$ cat config.mk
export PLATFORM = sky130hd
export DESIGN_NAME = setl_cell
export DESIGN_NICKNAME = d
export VERILOG_FILES = /design/src/design/setl_pkg.sv /design/src/design/setl_cell.sv
export SDC_FILE = /design/constraint.sdc
export NUM_CORES = 1
export LEC_CHECK = 0
export ABC_AREA = 0
export BUFFER_PORTS_ARGS = -buffer_cell sky130_fd_sc_hd__buf_2
export CAP_MARGIN = 20
export CORE_AREA = 5 5 197 199
export DETAILED_ROUTE_END_ITERATION = 8
export DIE_AREA = 0 0 202 204
export PLACE_DENSITY = 0.71
export SLEW_MARGIN = 20
export SYNTH_ARGS = -nofsm -noshare
export SYNTH_HDL_FRONTEND = slang
export SYNTH_SLANG_ARGS = --single-unit
$ cat constraint.sdc
create_clock -name clk -period 4.35 [get_ports clk]
set_input_delay 0.2175 -clock clk [delete_from_list [all_inputs] [get_ports clk]]
set_output_delay 0.2175 -clock clk [all_outputs]
set_load 0.03 [all_outputs]
$ cat src/design/setl_pkg.sv
// Shared types, constants and helpers for the shared/exclusive ticket lock.
`timescale 1ns / 1ps

package setl_pkg;

  localparam int SLOTS   = 16;
  localparam int SLOT_W  = (SLOTS > 1) ? $clog2(SLOTS) : 1;
  localparam int NUM_W   = 64;
  localparam int GRANT_W = 16;

  // An exclusive ticket needs two more counter values above this bound.
  localparam logic [NUM_W-1:0] MAX_EXCL_COUNTER = 64'hFFFF_FFFF_FFFF_FFFD;

  typedef enum logic [2:0] {
    CMD_GET_SHARED     = 3'd0,
    CMD_GET_EXCLUSIVE  = 3'd1,
    CMD_RELEASE        = 3'd2,
    CMD_REISSUE_SHARED = 3'd3,
    CMD_REISSUE_EXCL   = 3'd4,
    CMD_QUERY          = 3'd5
  } cmd_t;

  typedef enum logic [1:0] {
    ST_OK        = 2'd0,
    ST_FULL      = 2'd1,
    ST_NOT_HELD  = 2'd2,
    ST_EXHAUSTED = 2'd3
  } status_t;

  // How the result word is assembled once the scan is done.
  typedef enum logic [2:0] {
    KIND_PLAIN,
    KIND_GET,
    KIND_RELEASE,
    KIND_REISSUE,
    KIND_QUERY
  } kind_t;

  typedef enum logic [1:0] {
    FSM_IDLE,
    FSM_SCAN,
    FSM_DONE
  } fsm_t;

  // Per-cell write and scan controls.
  typedef struct packed {
    logic set;   // write number, mark valid
    logic clr;   // drop valid
    logic drop;  // released slot: live only for the old minimum
  } cell_ctl_t;

  // Accumulator that travels down the cell chain.
  typedef struct packed {
    logic             any;
    logic [NUM_W-1:0] min;
    logic [SLOTS-1:0] mask;
    logic             larger;
    logic             old_any;
    logic [NUM_W-1:0] old_min;
  } scan_t;

  // Fit a per-slot mask to the 16-bit grant field.
  function automatic logic [GRANT_W-1:0] to_grant(input logic [SLOTS-1:0] m);
    logic [SLOTS+GRANT_W-1:0] ext;
    ext = {{GRANT_W{1'b0}}, m};
    return ext[GRANT_W-1:0];
  endfunction

endpackage

$ cat src/design/setl_cell.sv
// One ticket holder cell: stores a slot and folds it into the passing scan word.
`timescale 1ns / 1ps

module setl_cell (
  input  logic                           clk,
  input  logic                           rst_n,
  input  setl_pkg::cell_ctl_t            ctl,
  input  logic [setl_pkg::NUM_W-1:0]     wr_num,
  input  logic [setl_pkg::NUM_W-1:0]     cmp_val,
  input  logic [setl_pkg::SLOTS-1:0]     self_bit,
  input  setl_pkg::scan_t                tok_in,
  output setl_pkg::scan_t                tok_out,
  output logic                           valid,
  output logic [setl_pkg::NUM_W-1:0]     number
);

  logic                       valid_r;
  logic [setl_pkg::NUM_W-1:0] number_r;
  setl_pkg::scan_t            tok_r;
  setl_pkg::scan_t            tok_nxt;
  logic                       live;
  logic                       old_live;

  always_ff @(posedge clk) begin
    if (!rst_n) begin
      valid_r <= 1'b0;
    end else if (ctl.set) begin
      valid_r <= 1'b1;
    end else if (ctl.clr) begin
      valid_r <= 1'b0;
    end
  end

  always_ff @(posedge clk) begin
    if (ctl.set) begin
      number_r <= wr_num;
    end
    tok_r <= tok_nxt;
  end

  assign live     = valid_r & ~ctl.drop;
  assign old_live = valid_r | ctl.drop;

  always_comb begin
    tok_nxt = tok_in;
    // new minimum and its holders
    if (live && (!tok_in.any || number_r < tok_in.min)) begin
      tok_nxt.any  = 1'b1;
      tok_nxt.min  = number_r;
      tok_nxt.mask = self_bit;
    end else if (live && number_r == tok_in.min) begin
      tok_nxt.mask = tok_in.mask | self_bit;
    end
    // minimum before a release
    if (old_live && (!tok_in.old_any || number_r < tok_in.old_min)) begin
      tok_nxt.old_any = 1'b1;
      tok_nxt.old_min = number_r;
    end
    if (live && number_r > cmp_val) begin
      tok_nxt.larger = 1'b1;
    end
  end

  assign tok_out = tok_r;
  assign valid   = valid_r;
  assign number  = number_r;

endmodule

==> results.tsv, run 1 <==
stage	metric	value	unit
timing	rsz0062_at_grt	no	
timing	final_max_slew_viol_count	0	
global_route	grt_max_degree	128	
yosys	yosysMostFrequentCell	ha_1	
cts	clk_latency	0.55	ns
timing	clock.fmax	246	MHz
floorplanning	ios	508	
cts	cts_sinks	212	
worst_setup_path	cpPeakStageDelay	0.56	ns
global_route	grt_pass1_vias	15100	
yosys	yosys_warnings	0	
worst_setup_path	r2r-end	tok_out[74]	
placement	placement.io_buffers	507	
yosys	synth_top_cell_by_area	dfxtp_1	
yosys	ys_seq_area_share	36.2	%
floorplanning	fp.dieW	202	um
global_route	grt_util_met3	5.01	%
worst_setup_path	start_kind	register	
worst_setup_path	worst-setup-path-type	reg2reg	
global_route	busiest_layer	met2	
worst_setup_path	r2r_slack	0.28	ns
worst_setup_path	worstPathRequired	4.76	ns
cts	clk_path_buf_depth	3	
global_route	gr-total-overflow	0	
yosys	synth.area.mux_share	7.11	%
yosys	synth_common_cells	ha_1, inv_1, dfxtp_1	
global_route	grt.met2_usage	45.2	%
cells_and_area	nNetsFinal	2644	
yosys	synthAdderAreaFrac	17.7	%
worst_setup_path	crit_fanout	48	
cts	clk_pin_slew_worst_paths	0.06	ns
timing	maxSlewHeadroom	28.1	%
timing	fin_crit_sh	93.5	%
cells_and_area	nFillCells	3100	
timing	worst_hold_slack	0.380	ns
cells_and_area	area_growth	47.2	%
cells_and_area	fin_area	19900	um^2
placement	place_area	16600	um^2
placement	place_ws	0.727	ns
worst_hold_path	hold_path_depth	2	
timing	finalSetupTns	0	ns
cts	cts_root_buffer	clkbuf_16	
yosys	synthSimpleGateAreaFrac	17.3	%
job	maxCapViolations	0	
worst_setup_path	endpoint_kind	register	
placement	hpwl	39300	um
cts	ctsHoldBuffers	230	
yosys	synth_edf_count	64	
cts	cts-resized-gates	0	
floorplanning	die_area	41200	um^2
route	vias	14600	
yosys	synth.avg_cell_area	9.45	um^2
floorplanning	std_cell_rows	71	
worst_setup_path	slowest_stage	dlygate4sd3_1	
yosys	synth_top_family_by_area	adder cells	
yosys	synth_compound_area_share	13.1	%
cts	cts_buffers	26	
worst_setup_path	reg2reg_from	number[51]	
route	routed_via_density	5.51	
route	antenna_left	0	
yosys	synth-main-ff-cell	dfxtp_1	
pwr	peakVddDrop	0.304	mV
pwr	power	6.98	mW
cts	cts_tree	built	
global_route	grt_use_met1	30.3	%
floorplanning	fp.coreArea	37000	um^2
worst_hold_path	hold_end	number[40]	
cells_and_area	drive_gt1_share	30.7	%
timing	hold_viol_final	0	
worst_setup_path	path_delay_family	compound AO/OA/AOI/OAI gates	
route	wirelength	55700	um
yosys	synth_area_leaders	dfxtp_1, ha_1, edfxtp_1	
yosys	synthXorXnorAreaFrac	0	%
route	drc	0	
worst_setup_path	worstPathBufferInverterCount	2	
yosys	synth_seq_cells	212	
timing	worst_slack	0.284	ns
global_route	grtUsageTotal	25.5	%
run_status	outcome	finished, final reports clean	
yosys	synth.distinct_cells	56	
yosys	syn_area	13500	um^2
cts	htreeDepth	1	
worst_hold_path	worstHoldStart	wr_num[40]	
pwr	p_leak	9.94	nW
yosys	async_flop_share	0	%
timing	finalCriticalPeriod	4.07	ns
floorplanning	initial_core_util	36.5	%
yosys	syn_nets	1916	
yosys	netlist.area_leader.share	21.9	%
yosys	syn_inst	1429	
route	drt_iter0_drc	973	
cts	cts_setup_buffers	0	
timing	worstMarginPinSlew	1.07	ns
worst_setup_path	r2r_cells	10	
global_route	grt_pass1_wl	84800	um
worst_setup_path	path_cells	ha_1 -> a21oi_1 -> o21ai_0 -> a221oi_1 -> nand3_1 -> o31a_1 -> or2_4 -> buf_12 -> a22o_1 -> dlygate4sd3_1	
floorplanning	die_h	204	um
route	drtPass1Iterations	5	
timing	setup_viol	0	
timing	fin_skew	0.0239	ns
pwr	power_density	351	nW/um^2
global_route	antenna_found_initial	2	
worst_hold_path	min_path_type	in2reg	
placement	routabilityCongestion	0.925	
route	detail_route.wl_per_cell	21.0	um
worst_setup_path	critPathArrivalTime	4.48	ns
-- metrics by stage --
stage | instances | utilization [%]
2_1_floorplan | 1429 | -
6_report | 2655 | 53.7
3_5_place_dp | 2373 | 44.9
4_1_cts | 2651 | 53.7
5_1_grt | 2653 | 53.7
3_3_place_gp | 2373 | 44.9
-- cell type report --
class                           instances  area, um^2  area share, %
Antenna cell                            4        10.0         0.0503
Inverter                              190         713           3.59
Sequential cell                       212        4880           24.6
Clock buffer                           34         723           3.64
Tap cell                              474         593           2.98
Timing Repair Buffer                  778        5230           26.3
Multi-Input combinational cell        949        7530           37.9
Clock inverter                         14         204           1.03
-- cells in the final DEF, fill, tap and decap left out, types with 18 or more instances in the layout --
master           n
a21oi_1         57
edfxtp_1        64
a41oi_1         64
buf_4           36
nand3_1        144
ha_1           191
nand4_1        101
buf_2          506
dlygate4sd3_1  230
nand2_1         81
a21o_1          42
mux2_4          64
o21ai_0         18
clkbuf_16       28
dfxtp_1        148
nor3_1          72
inv_1          190
-- cells by family (layout without fill, tap and decap cells) --
group | after synthesis | count (layout)
mux | 64 | 64
other cells | 0 | 4
fa+ha+maj | 191 | 191
simple gates | 450 | 450
flops | 212 | 212
compound gates | 244 | 244
buf+inv | 268 | 1016
-- worst max path at each step --
stage                     slack [ns]      endpoint       start  depth (start not counted)
after floorplan                 1.52  tok_out[141]  number[62]                         10
after global placement          0.76   tok_out[82]  number[62]                         10
after detailed placement        0.73   tok_out[92]  number[19]                          9
after CTS                       0.30   tok_out[78]  number[51]                         10
after global routing            0.14   tok_out[76]  number[51]                         10
final                           0.28   tok_out[74]  number[51]                         10
-- routing by layer --
| metal | wire (um) | vias to the layer above | part of all wire (%) |
|---|---|---|---|
| met2 | 27100 | 767 | 49 |
| met5 | 0 | - | 0 |
| met1 | 21900 | 6925 | 39 |
| met3 | 4080 | 170 | 7.3 |
| met4 | 2710 | 0 | 4.9 |
| li1 | - | 6764 | - |
-- flip-flops by register name, summed over array words and instances, names as in the netlist --
signal / cells
number: 64
tok_out: 147
valid: 1
-- worst reg2reg max path: cells and delay by family, from the launching register on --
family / cells / cell delay [ns]
AO/OA/AOI/OAI: 5 / 1.53
buffers and inverters: 2 / 0.88
AND/OR/NAND/NOR: 2 / 0.68
flip-flops: 1 / 0.50
adder cells (fa/ha/maj): 1 / 0.35
-- where the power goes --
group	switching, mW	internal, mW
Combinational	1.34	0.849
Clock	0.910	1.47
Sequential	0.137	2.27
Note: power is estimated with default switching activity, not from simulation.
==> run 2: changes to the inputs <==
--- a/config.mk
+++ b/config.mk
@@ -14,2 +14,3 @@
 export PLACE_DENSITY = 0.71
+export REMOVE_ABC_BUFFERS = 1
 export SLEW_MARGIN = 20
==> constraint.sdc (replaced) <==
create_clock -name clk -period 4.35 [get_ports clk]
set_input_delay 0.6525 -clock clk [delete_from_list [all_inputs] [get_ports clk]]
set_output_delay 0.6525 -clock clk [all_outputs]
set_load 0.03 [all_outputs]
==> run 2 against run 1 <==
- sequential power grew 2%
- register-to-register slack gained 0.47 ns
- worst hold slack lost 0.096 ns
- non-clock buffer count shrank 247
- cell area shrank 13%
- sequential share of layout area grew 3.6 points
- via count shrank 8.7%
- fmax grew 13%
==> results.tsv, run 2 (synthesis gave the netlist of run 1 again) <==
stage	metric	value	unit	change
floorplanning	initial_core_util	36.5	%	unchanged
global_route	grt_pass1_wl	75000	um	-12%
floorplanning	die_area	41200	um^2	unchanged
worst_setup_path	reg2reg_from	number[14]		
global_route	grtUsageTotal	22.8	%	-2.7 points
route	wirelength	50500	um	-9.3%
pwr	power_density	373	nW/um^2	+6.4%
route	vias	13400		-8.7%
floorplanning	ios	508		unchanged
route	drt_iter0_drc	900		-7.5%
cts	cts_sinks	212		unchanged
cells_and_area	drive_gt1_share	33.6	%	+2.9 points
worst_hold_path	hold_path_depth	1		-1
timing	maxSlewHeadroom	28.5	%	+0.44 points
cells_and_area	multi_input_area	7530	um^2	about the same
worst_setup_path	start_kind	register		
timing	finalCriticalPeriod	3.60	ns	-0.466 ns
placement	place_area	16500	um^2	-0.80%
route	antenna_left	0		unchanged
timing	setup_viol	0		unchanged
floorplanning	fp.dieW	202	um	unchanged
cells_and_area	nNetsFinal	2396		-9.4%
worst_setup_path	path_cells	ha_1 -> a21oi_1 -> nand2_1 -> a21oi_1 -> nor4b_2 -> o22ai_1 -> o31a_1 -> or2_4 -> buf_12 -> mux2_4		
job	maxCapViolations	0		unchanged
cts	cts_setup_buffers	0		unchanged
placement	placement.io_buffers	507		unchanged
timing	worstMarginPinSlew	1.04	ns	-0.0295 ns
pwr	cellInternalPower	4.21	mW	-8.3%
route	detail_route.wl_per_cell	21.0	um	-0.17%
timing	final_max_slew_viol_count	0		unchanged
pwr	peakVddDrop	0.280	mV	-8.1%
cells_and_area	area_growth	28.6	%	
worst_setup_path	r2r_cells	10		unchanged
placement	hpwl	38900	um	-1.2%
cells_and_area	final_cell_mix	buf_2, ha_1, inv_1, dfxtp_1, nand3_1		
cts	cts-resized-gates	0		unchanged
cts	clk_path_buf_depth	3		unchanged
worst_setup_path	worst-setup-path-type	reg2reg		
route	routed_via_density	5.54		+0.52%
timing	clock.fmax	278	MHz	+13%
worst_setup_path	worstPathBufferInverterCount	1		-1
cells_and_area	fin_area	17400	um^2	-13%
cts	cts_tree	built		
cts	clk_pin_slew_worst_paths	0.07	ns	about the same
placement	dp.cells	2356		-0.72%
global_route	gr-total-overflow	0		unchanged
cts	clk_latency	0.54	ns	about the same
route	drc	0		unchanged
cells_and_area	nFillCells	3510		+13%
floorplanning	fp.coreArea	37000	um^2	unchanged
floorplanning	die_h	204	um	unchanged
worst_setup_path	r2r-end	tok_out[82]		
worst_setup_path	path_delay_family	compound AO/OA/AOI/OAI gates		
run_status	outcome	finished, final reports clean		
pwr	power.switching	2.27	mW	-4.7%
timing	rsz0062_at_grt	no		
worst_hold_path	hold_end	number[62]		
worst_hold_path	worstHoldStart	wr_num[62]		
pwr	swShare	35.1	%	+0.87 points
global_route	grt_pass1_vias	13400		-12%
worst_setup_path	crit_top_cell	a21oi_1		
timing	worst_hold_slack	0.284	ns	-0.0965 ns
global_route	antenna_found_initial	12		+10
cts	cts_root_buffer	clkbuf_16		
worst_setup_path	critPathArrivalTime	4.02	ns	-0.46 ns
cells_and_area	stdcell_count	2411		-9.2%
cells_and_area	largest_reg_flops	147		unchanged
worst_setup_path	endpoint_kind	register		
worst_hold_path	min_path_type	in2reg		
cells_and_area	mostFrequentLayoutCell	buf_2		
cts	cts_buffers	25		-3.8%
global_route	grt_max_degree	81		-37%
timing	hold_viol_final	0		unchanged
worst_setup_path	r2r_slack	0.75	ns	+0.47 ns
pwr	p_leak	8.86	nW	-11%
cts	htreeDepth	1		unchanged
route	drtPass1Iterations	5		unchanged
placement	routabilityCongestion	0.864		-6.5%
pwr	pwr-share-clk	32.8	%	-1.3 points
worst_setup_path	worstPathRequired	4.77	ns	about the same
floorplanning	std_cell_rows	71		unchanged
worst_setup_path	crit_fanout	80		+67%
cells_and_area	seqCellArea	4880	um^2	unchanged
worst_setup_path	cpPeakStageDelay	0.58	ns	+0.02 ns
timing	fin_crit_sh	82.8	%	-11 points
cts	ctsHoldBuffers	0		-100%
worst_setup_path	slowest_stage	nor4b_2		
timing	fin_skew	0.0167	ns	-0.00717 ns
pwr	power_frac_seq	37.7	%	+3.1 points
pwr	power_frac_comb	29.4	%	-2.0 points
## run 2: cell types whose count changed in the layout (fill, tap and decap cells not counted), sizes merged
cell         change
diode            +6
buf             -17
clkinvlp         +1
dlygate4sd3    -230
bufinv           -4
## run 2: layer usage
layer | track usage, % | vias to the layer above | wire [um]
met5 | 0 | - | 47
met4 | 9.01 | 6 | 1780
met3 | 4.30 | 111 | 4130
met2 | 40.6 | 651 | 24800
met1 | 27.3 | 6316 | 19800
li1 | - | 6267 | -
## run 2: worst max-delay path by stage
stage / depth (start not counted) / to / slack (ns) / start
after floorplan: 10 / tok_out[0] / -3.32 / tok_in[13]
after global placement: 12 / tok_out[82] / 0.49 / tok_in[96]
after detailed placement: 12 / tok_out[101] / 0.43 / tok_in[96]
after CTS: 10 / tok_out[101] / 0.63 / number[14]
after global routing: 10 / tok_out[87] / 0.51 / number[14]
final: 10 / tok_out[82] / 0.75 / number[14]
## run 2: layout make-up
class,count,share of cell area [%]
inverter,190,4.11
tap,474,3.41
antenna,10,0.144
sequential,212,28.1
clock buffer,34,4.28
timing repair buffer,531,16.1
multi-input combinational,949,43.3
clock inverter,11,0.511
## run 2: through the flow
step / util [%] / power (mW) / worst slack, ns / setup TNS, ns
2_1_floorplan: - / 3.63 / -3.32 / -254.93
3_3_place_gp: 44.6 / 4.33 / 0.493 / 0
3_5_place_dp: 44.6 / 4.38 / 0.434 / 0
4_1_cts: 46.8 / 6.52 / 0.625 / 0
5_1_grt: 46.9 / 6.78 / 0.511 / 0
6_report: 46.9 / 6.49 / 0.750 / 0
## run 2: power groups by stage
stage,sequential (mW),combinational [mW],clock (mW)
after floorplan,2.89,0.742,0
after global placement,2.48,1.85,0
after detailed placement,2.48,1.90,0
after CTS,2.45,1.91,2.17
after global routing,2.47,2.06,2.25
final,2.45,1.91,2.13
## run 2: worst register-to-register path, cell delays in order, from the launching register on
cell and delay (ns):
edfxtp_1 0.53, ha_1 0.38, a21oi_1 0.17, nand2_1 0.07
a21oi_1 0.28, nor4b_2 0.58, o22ai_1 0.15, o31a_1 0.33
or2_4 0.26, buf_12 0.25, mux2_4 0.51
